## src/hw/rtl/rtcu_pkg.sv

```systemverilog
// Package for the RTC field to Unix time converter.
// Holds shared constants, the days-before-month table, a BCD helper and stage types.
// Depends on nothing; every other file in hw/rtl imports it.
package rtcu_pkg;

    localparam int APB_ADDR_W = 3;
    localparam int APB_DATA_W = 32;

    // Register index as decoded from paddr[2].
    localparam logic REG_BINARY_FORMAT = 1'b0;
    localparam logic REG_HOURS_24      = 1'b1;

    localparam int DAYS_W = 17;
    localparam int HMS_W  = 20;

    // The epoch offset of 10957 days, less the one day for the day-of-month origin.
    localparam logic [DAYS_W-1:0] EPOCH_DAYS_M1 = 17'd10956;
    localparam logic [DAYS_W-1:0] DAYS_PER_YEAR = 17'd365;
    localparam logic [DAYS_W-1:0] SECS_PER_DAY  = 17'd86400;
    localparam logic [HMS_W-1:0]  SECS_PER_HOUR = 20'd3600;
    localparam logic [HMS_W-1:0]  SECS_PER_MIN  = 20'd60;

    localparam logic [7:0] HOUR_NOON = 8'd12;
    localparam logic [7:0] HOUR_PM   = 8'd12;

    typedef struct packed {
        logic [7:0] sec;
        logic [7:0] min;
        logic [7:0] hour;
        logic [7:0] day;
        logic [7:0] year;
        logic [3:0] month_idx;
        logic       month_err;
    } rtcu_fields_t;

    typedef struct packed {
        logic [DAYS_W-1:0] days;
        logic [HMS_W-1:0]  hms;
        logic              month_err;
    } rtcu_days_t;

    function automatic logic [8:0] days_before_month(input logic [3:0] idx);
        logic [8:0] d;
        begin
            case (idx)
                4'd0:    d = 9'd0;
                4'd1:    d = 9'd31;
                4'd2:    d = 9'd59;
                4'd3:    d = 9'd90;
                4'd4:    d = 9'd120;
                4'd5:    d = 9'd151;
                4'd6:    d = 9'd181;
                4'd7:    d = 9'd212;
                4'd8:    d = 9'd243;
                4'd9:    d = 9'd273;
                4'd10:   d = 9'd304;
                4'd11:   d = 9'd334;
                default: d = 9'd0;
            endcase
            return d;
        end
    endfunction

    // Low nibble plus ten times the high nibble, with no digit check.
    function automatic logic [7:0] bcd_to_bin(input logic [7:0] v);
        logic [7:0] hi;
        begin
            hi = {4'b0, v[7:4]};
            return {4'b0, v[3:0]} + (hi << 3) + (hi << 1);
        end
    endfunction

endpackage

```

## src/hw/rtl/rtcu_decode.sv

```systemverilog
// First pipeline stage: BCD to binary, 12-hour fixup and month range check.
// Depends on rtcu_pkg for the field struct and the BCD helper.
module rtcu_decode (
    input  logic                  clk,
    input  logic                  rst_n,
    input  logic                  in_valid,
    input  logic                  binary_format,
    input  logic                  hours_24,
    input  logic [7:0]            seconds_raw,
    input  logic [7:0]            minutes_raw,
    input  logic [7:0]            hours_raw,
    input  logic [7:0]            day_raw,
    input  logic [7:0]            month_raw,
    input  logic [7:0]            year_raw,
    output logic                  out_valid,
    output rtcu_pkg::rtcu_fields_t out_fields
);
    import rtcu_pkg::*;

    logic         valid_reg;
    rtcu_fields_t fields_reg;
    rtcu_fields_t fields_next;
    logic [7:0]   hour_bin;
    logic [7:0]   hour_low;
    logic [7:0]   month_bin;
    logic [7:0]   bcd_hour_tens;

    always_comb
    begin
        bcd_hour_tens = {5'b0, hours_raw[6:4]};
        if (binary_format)
        begin
            fields_next.sec  = seconds_raw;
            fields_next.min  = minutes_raw;
            fields_next.day  = day_raw;
            fields_next.year = year_raw;
            month_bin        = month_raw;
            hour_bin         = hours_raw;
        end
        else
        begin
            fields_next.sec  = bcd_to_bin(seconds_raw);
            fields_next.min  = bcd_to_bin(minutes_raw);
            fields_next.day  = bcd_to_bin(day_raw);
            fields_next.year = bcd_to_bin(year_raw);
            month_bin        = bcd_to_bin(month_raw);
            // Bit 7 of the hour is carried through as its own weight.
            hour_bin = {4'b0, hours_raw[3:0]} + (bcd_hour_tens << 3) + (bcd_hour_tens << 1)
                       + {hours_raw[7], 7'b0};
        end

        hour_low = {1'b0, hour_bin[6:0]};
        if (hours_24)
        begin
            fields_next.hour = hour_bin;
        end
        else
        begin
            if (hour_low == HOUR_NOON)
            begin
                hour_low = 8'd0;
            end
            fields_next.hour = hour_bin[7] ? hour_low + HOUR_PM : hour_low;
        end

        fields_next.month_err = (month_bin == 8'd0) || (month_bin > 8'd12);
        fields_next.month_idx = fields_next.month_err ? 4'd0 : month_bin[3:0] - 4'd1;
    end

    always_ff @(posedge clk or negedge rst_n)
    begin
        if (!rst_n)
        begin
            valid_reg <= 1'b0;
        end
        else
        begin
            valid_reg <= in_valid;
        end
    end

    always_ff @(posedge clk)
    begin
        if (in_valid)
        begin
            fields_reg <= fields_next;
        end
    end

    assign out_valid  = valid_reg;
    assign out_fields = fields_reg;

endmodule

```

## src/hw/rtl/rtcu_calc.sv

```systemverilog
// Second and third pipeline stages: day count and time of day, then the day multiply.
// Depends on rtcu_pkg for the stage structs, constants and the month table.
module rtcu_calc (
    input  logic                  clk,
    input  logic                  rst_n,
    input  logic                  in_valid,
    input  rtcu_pkg::rtcu_fields_t in_fields,
    output logic                  out_valid,
    output logic [31:0]           day_secs,
    output logic [rtcu_pkg::HMS_W-1:0] hms,
    output logic                  month_err
);
    import rtcu_pkg::*;

    logic              s2_valid_reg;
    rtcu_days_t        s2_reg;
    rtcu_days_t        s2_next;
    logic              s3_valid_reg;
    logic [31:0]       s3_prod_reg;
    logic [HMS_W-1:0]  s3_hms_reg;
    logic              s3_err_reg;
    logic [8:0]        leap_count;
    logic              leap_passed;
    logic [2*DAYS_W-1:0] prod_full;

    always_comb
    begin
        leap_count  = ({1'b0, in_fields.year} + 9'd3) >> 2;
        // The leap day counts only once February is over.
        leap_passed = (in_fields.year[1:0] == 2'b00) && (in_fields.month_idx > 4'd1);
        s2_next.days = {9'b0, in_fields.year} * DAYS_PER_YEAR
                       + {8'b0, leap_count}
                       + {8'b0, days_before_month(in_fields.month_idx)}
                       + {9'b0, in_fields.day}
                       + {16'b0, leap_passed}
                       + EPOCH_DAYS_M1;
        s2_next.hms = {12'b0, in_fields.sec}
                      + {12'b0, in_fields.min} * SECS_PER_MIN
                      + {12'b0, in_fields.hour} * SECS_PER_HOUR;
        s2_next.month_err = in_fields.month_err;
        prod_full = s2_reg.days * SECS_PER_DAY;
    end

    always_ff @(posedge clk or negedge rst_n)
    begin
        if (!rst_n)
        begin
            s2_valid_reg <= 1'b0;
            s3_valid_reg <= 1'b0;
        end
        else
        begin
            s2_valid_reg <= in_valid;
            s3_valid_reg <= s2_valid_reg;
        end
    end

    always_ff @(posedge clk)
    begin
        if (in_valid)
        begin
            s2_reg <= s2_next;
        end
        if (s2_valid_reg)
        begin
            s3_prod_reg <= prod_full[31:0];
            s3_hms_reg  <= s2_reg.hms;
            s3_err_reg  <= s2_reg.month_err;
        end
    end

    assign out_valid = s3_valid_reg;
    assign day_secs  = s3_prod_reg;
    assign hms       = s3_hms_reg;
    assign month_err = s3_err_reg;

endmodule

```

## src/hw/rtl/rtc_fields_to_unix_time.sv

```systemverilog
// Top level of the RTC field to Unix time converter: APB registers and the final add stage.
// Depends on rtcu_pkg, rtcu_decode and rtcu_calc.
//
//  Channel   Handshake             Payload
//  --------  --------------------  ----------------------------------------------
//  command   start, busy (low)     seconds/minutes/hours/day/month/year _raw
//  result    done (one cycle)      unix_seconds, month_error
//  config    psel/penable/pwrite   paddr, pwdata, prdata (pready tied high)
//
// Four register stages: decode, day count, day multiply, final add. Each
// transaction passes through them in that order, and a new one may enter
// every cycle since busy never rises. The receiver cannot stall.
// Reset clears the stage valid bits and sets binary_format to 0, hours_24 to 1.
module rtc_fields_to_unix_time (
    input  logic                            clk,
    input  logic                            rst_n,
    input  logic                            start,
    output logic                            busy,
    input  logic [7:0]                      seconds_raw,
    input  logic [7:0]                      minutes_raw,
    input  logic [7:0]                      hours_raw,
    input  logic [7:0]                      day_raw,
    input  logic [7:0]                      month_raw,
    input  logic [7:0]                      year_raw,
    output logic                            done,
    output logic [31:0]                     unix_seconds,
    output logic                            month_error,
    input  logic                            psel,
    input  logic                            penable,
    input  logic                            pwrite,
    input  logic [rtcu_pkg::APB_ADDR_W-1:0] paddr,
    input  logic [rtcu_pkg::APB_DATA_W-1:0] pwdata,
    output logic [rtcu_pkg::APB_DATA_W-1:0] prdata,
    output logic                            pready
);
    import rtcu_pkg::*;

    logic             binary_format_reg;
    logic             hours_24_reg;
    logic             cfg_write;
    logic             accept;
    logic             s1_valid;
    rtcu_fields_t     s1_fields;
    logic             s3_valid;
    logic [31:0]      s3_day_secs;
    logic [HMS_W-1:0] s3_hms;
    logic             s3_err;
    logic             done_reg;
    logic [31:0]      unix_reg;
    logic             err_reg;

    assign busy      = 1'b0;
    assign pready    = 1'b1;
    assign accept    = start && !busy;
    assign cfg_write = psel && penable && pwrite && pready;

    always_ff @(posedge clk or negedge rst_n)
    begin
        if (!rst_n)
        begin
            binary_format_reg <= 1'b0;
            hours_24_reg      <= 1'b1;
        end
        else if (cfg_write)
        begin
            case (paddr[2])
                REG_BINARY_FORMAT: binary_format_reg <= pwdata[0];
                REG_HOURS_24:      hours_24_reg      <= pwdata[0];
                default:           ;
            endcase
        end
    end

    always_comb
    begin
        case (paddr[2])
            REG_BINARY_FORMAT: prdata = {31'b0, binary_format_reg};
            REG_HOURS_24:      prdata = {31'b0, hours_24_reg};
            default:           prdata = '0;
        endcase
    end

    rtcu_decode u_decode (
        .clk           (clk),
        .rst_n         (rst_n),
        .in_valid      (accept),
        .binary_format (binary_format_reg),
        .hours_24      (hours_24_reg),
        .seconds_raw   (seconds_raw),
        .minutes_raw   (minutes_raw),
        .hours_raw     (hours_raw),
        .day_raw       (day_raw),
        .month_raw     (month_raw),
        .year_raw      (year_raw),
        .out_valid     (s1_valid),
        .out_fields    (s1_fields)
    );

    rtcu_calc u_calc (
        .clk       (clk),
        .rst_n     (rst_n),
        .in_valid  (s1_valid),
        .in_fields (s1_fields),
        .out_valid (s3_valid),
        .day_secs  (s3_day_secs),
        .hms       (s3_hms),
        .month_err (s3_err)
    );

    always_ff @(posedge clk or negedge rst_n)
    begin
        if (!rst_n)
        begin
            done_reg <= 1'b0;
        end
        else
        begin
            done_reg <= s3_valid;
        end
    end

    always_ff @(posedge clk)
    begin
        if (s3_valid)
        begin
            unix_reg <= s3_day_secs + {{(32-HMS_W){1'b0}}, s3_hms};
            err_reg  <= s3_err;
        end
    end

    assign done         = done_reg;
    assign unix_seconds = unix_reg;
    assign month_error  = err_reg;

    // Every accepted transaction comes out as a done strobe.
    assert property (@(posedge clk) disable iff (!rst_n)
        (start && !busy) |-> ##4 done)
        else $error("accepted transaction did not complete after four cycles");

    // No result appears without a matching accepted transaction.
    assert property (@(posedge clk) disable iff (!rst_n)
        done |-> $past(start && !busy, 4))
        else $error("result strobe without a matching transaction");

    // The configuration must not change under a transaction in flight.
    assert property (@(posedge clk) disable iff (!rst_n)
        (s1_valid || s3_valid) |-> $stable(binary_format_reg) && $stable(hours_24_reg))
        else $error("configuration changed while a transaction was in flight");

endmodule
```

## config.mk

```make
export PLATFORM = sky130hd
export DESIGN_NAME = rtc_fields_to_unix_time
export DESIGN_NICKNAME = d
export VERILOG_FILES = /design/src/hw/rtl/rtcu_pkg.sv /design/src/hw/rtl/rtcu_decode.sv /design/src/hw/rtl/rtcu_calc.sv /design/src/hw/rtl/rtc_fields_to_unix_time.sv
export SDC_FILE = /design/constraint.sdc
export NUM_CORES = 1
export LEC_CHECK = 0
export BUFFER_PORTS_ARGS = -buffer_cell sky130_fd_sc_hd__buf_2
export CAP_MARGIN = 0
export CORE_MARGIN = 3
export CORE_UTILIZATION = 60
export DETAILED_ROUTE_END_ITERATION = 6
export HOLD_SLACK_MARGIN = 0.15
export PLACE_DENSITY = 0.81
export SLEW_MARGIN = 10
export SYNTH_ARGS = -nofsm -noshare
export SYNTH_HDL_FRONTEND = slang
export SYNTH_SLANG_ARGS = --single-unit
```

## constraint.sdc

```tcl
create_clock -name clk -period 13.75 [get_ports clk]
set_input_delay 1.375 -clock clk [delete_from_list [all_inputs] [get_ports clk]]
set_output_delay 1.375 -clock clk [all_outputs]
set_load 0.005 [all_outputs]
```

==> results.json <==
{
  "cts.path.max_buffers": 2,
  "synthArstFlopShare_pct": 3.39,
  "postCtsHoldBufs": 0,
  "cts_resized": 0,
  "viasPerCell": 5.48,
  "diodes": 0,
  "synth.most_common_cell": "ha_1",
  "worstMarginPinSlew_ns": 1.01,
  "clockRootBuffer": "clkbuf_16",
  "pre_cts_slack_ns": 8.10,
  "fin_crit_ns": 5.76,
  "cap_violations": 0,
  "final_nets": 2057,
  "final_antenna_net_count": 0,
  "hold_viol": 0,
  "area_growth_pct": 7.72,
  "overflow": 0,
  "finClkSkew_ns": 0.0144,
  "max_freq_mhz": 174,
  "gp_congestion": 0.913,
  "vias": 10500,
  "ys_ff_latch": 177,
  "setup_ws_ns": 7.99,
  "postCtsSetupBuffers": 0,
  "worstPathArrival_ns": 5.92,
  "rsz0062_at_grt": "false",
  "insertion_delay_ns": 0.43,
  "cts.sinks": 177,
  "synth_cell_types": 68,
  "io-pin-count": 157,
  "r2r.worst_path.cells": 20,
  "clk_pin_slew_worst_paths_ns": 0.06,
  "fin_setup_tns_ns": 0,
  "dp_cells": 1893,
  "cts.htree.levels": 4,
  "setup_violations": 0,
  "cp.required_ns": 13.91,
  "ys_seq_area_share_pct": 32.1,
  "io_buffers": 90,
  "syn-cell-area_um2": 16200,
  "cp_max_fo": 7,
  "drive_gt1_share_pct": 9.81,
  "drt_iter0_markers": 622,
  "die_y_um": 170,
  "hold_path_class": "reg2reg",
  "wire_per_inst_um": 15.0,
  "drv_slew": 0,
  "firstDrtPassIters": 5,
  "status": "finished clean",
  "synth.largest_area_cell": "edfxtp_1",
  "cts_tree": "done",
  "synth-edff-count": 162,
  "holdWs_ns": 0.419,
  "synthCells": 1478,
  "fin_cells": 1925,
  "post-dp-hpwl_um": 23300,
  "worstSetupPathType": "reg2reg",
  "synth.avg_cell_area_um2": 10.9,
  "grt_start_max_net_pins": 49,
  "drc_errors": 0,
  "synth_area_leaders": "edfxtp_1 (30%), ha_1 (22%), fa_1 (14%), inv_1 (5.8%), xnor2_1 (4.6%)",
  "die_width_um": 170,
  "finalCritPeriodShare_pct": 41.9,
  "die_area_um2": 29000,
  "antenna_found_initial": 2,
  "start_util_pct": 61.6,
  "yosysTopAreaCellShare_pct": 30.1,
  "cp-end-kind": "flip-flop",
  "critPathLaunchType": "flip-flop",
  "drt_wl_total_um": 28800,
  "coreArea_um2": 26300,
  "cts_buffers": 17,
  "rows": 59,
  "synthFlopType": "edfxtp_1",
  "yosysWarnings": 0,
  "yosys-top-cells-count": "ha_1 (278), inv_1 (248), edfxtp_1 (162), fa_1 (113), xnor2_1 (85)",
  "relSlewSlack_pct": 32.4,
  "grt_pass1_vias": 10700,
  "holdPathStages": 0,
  "largest_reg_flops": 45,
  "grt_usage_pct": 20.6,
  "grt_pass1_wl_um": 49000
}
[metal layers]
layer  vias to the layer above  global-route usage (%)  part of all wire (%)
met3                        57                    3.18                   3.9
met4                         4                    6.53                   2.0
li1                       5199                       -                     -
met1                      5020                    26.7                    45
met5                         -                       0                 0.094
met2                       266                    35.9                    49
[worst max-delay path, cell delays in order (launching register included)]
cell and delay, ns:
edfxtp_1 0.56, inv_1 0.09, ha_1 0.27, nor2_1 0.19, xor2_1 0.28, fa_1 0.49
fa_1 0.50, ha_1 0.32, inv_1 0.06, fa_1 0.47, inv_1 0.07, ha_1 0.16
inv_1 0.05, fa_1 0.41, nor2b_1 0.13, o21ai_0 0.12, a21boi_0 0.43, o41ai_1 0.17
a311oi_1 0.50, or4_1 0.18, nand3_1 0.06
[worst paths after layout]
path	startpoint	endpoint	slack (ns)
worst max-delay path	u_decode.out_fields[5]	u_calc.s2_reg[37]	7.99
worst min-delay path	u_calc.s2_reg[2]	u_calc.hms[1]	0.42
worst max register to register	u_decode.out_fields[5]	u_calc.s2_reg[37]	7.99
worst min register to register	u_calc.s2_reg[2]	u_calc.hms[1]	0.42
max in group asynchronous	rst_n	hours_24_reg	12.76
min in group asynchronous	rst_n	binary_format_reg	0.76
[layout by cell type (no fill, tap or decap), drive strengths merged, types with 4 or more instances in the layout]
cell    instances
dfrtp           5
conb           33
fa            113
o31a            6
ha            278
nand3          23
or4             4
nand2b          5
mux2           18
o21bai          6
nand4           6
dfxtp           9
buf            94
nor2           61
a21o           33
xor2           39
and3           11
edfxtp        162
a21boi          7
nor3            7
nand2          62
nor2b          12
clkbuf         21
and2            4
inv           251
a211oi          7
o21a           17
o211ai          4
a31oi           9
mux2i           4
o21ai          59
nor4            7
o31ai           4
xnor2          85
clkinv          5
a21oi          70
[logic make-up (layout without fill, tap and decap cells)]
logic type | Yosys count | count (layout) | synth area share, %
DFF | 177 | 177 | 32.1
xor gates and xnor gates | 124 | 124 | 6.71
adders and majority gates | 391 | 391 | 35.5
other | 2 | 33 | 0.0464
AOI/OAI and AO/OA | 251 | 251 | 9.95
and+or+nand+nor | 218 | 218 | 6.56
muxes | 22 | 22 | 1.50
buffers and inverters | 293 | 374 | 7.63
[layout make-up]
type	instances	area, um^2
flip-flops and latches	177	5200
clock inverters	11	82.6
well taps	335	419
repair buffers	94	480
inverters	248	931
clock buffers	21	450
multi-input cells	1039	9860
fillers	1971	8850
[stage by stage]
| stage | utilization, % | cell area [um^2] |
|---|---|---|
| after detailed placement | 64.3 | 16900 |
| after CTS | 66.3 | 17400 |
| after floorplan | - | 16300 |
| after global routing | 66.3 | 17400 |
| final | 66.3 | 17400 |
| after global placement | 64.3 | 16900 |
Power is not shown: default switching activity piles up to over one toggle a cycle in this logic, so the estimate is an artifact.
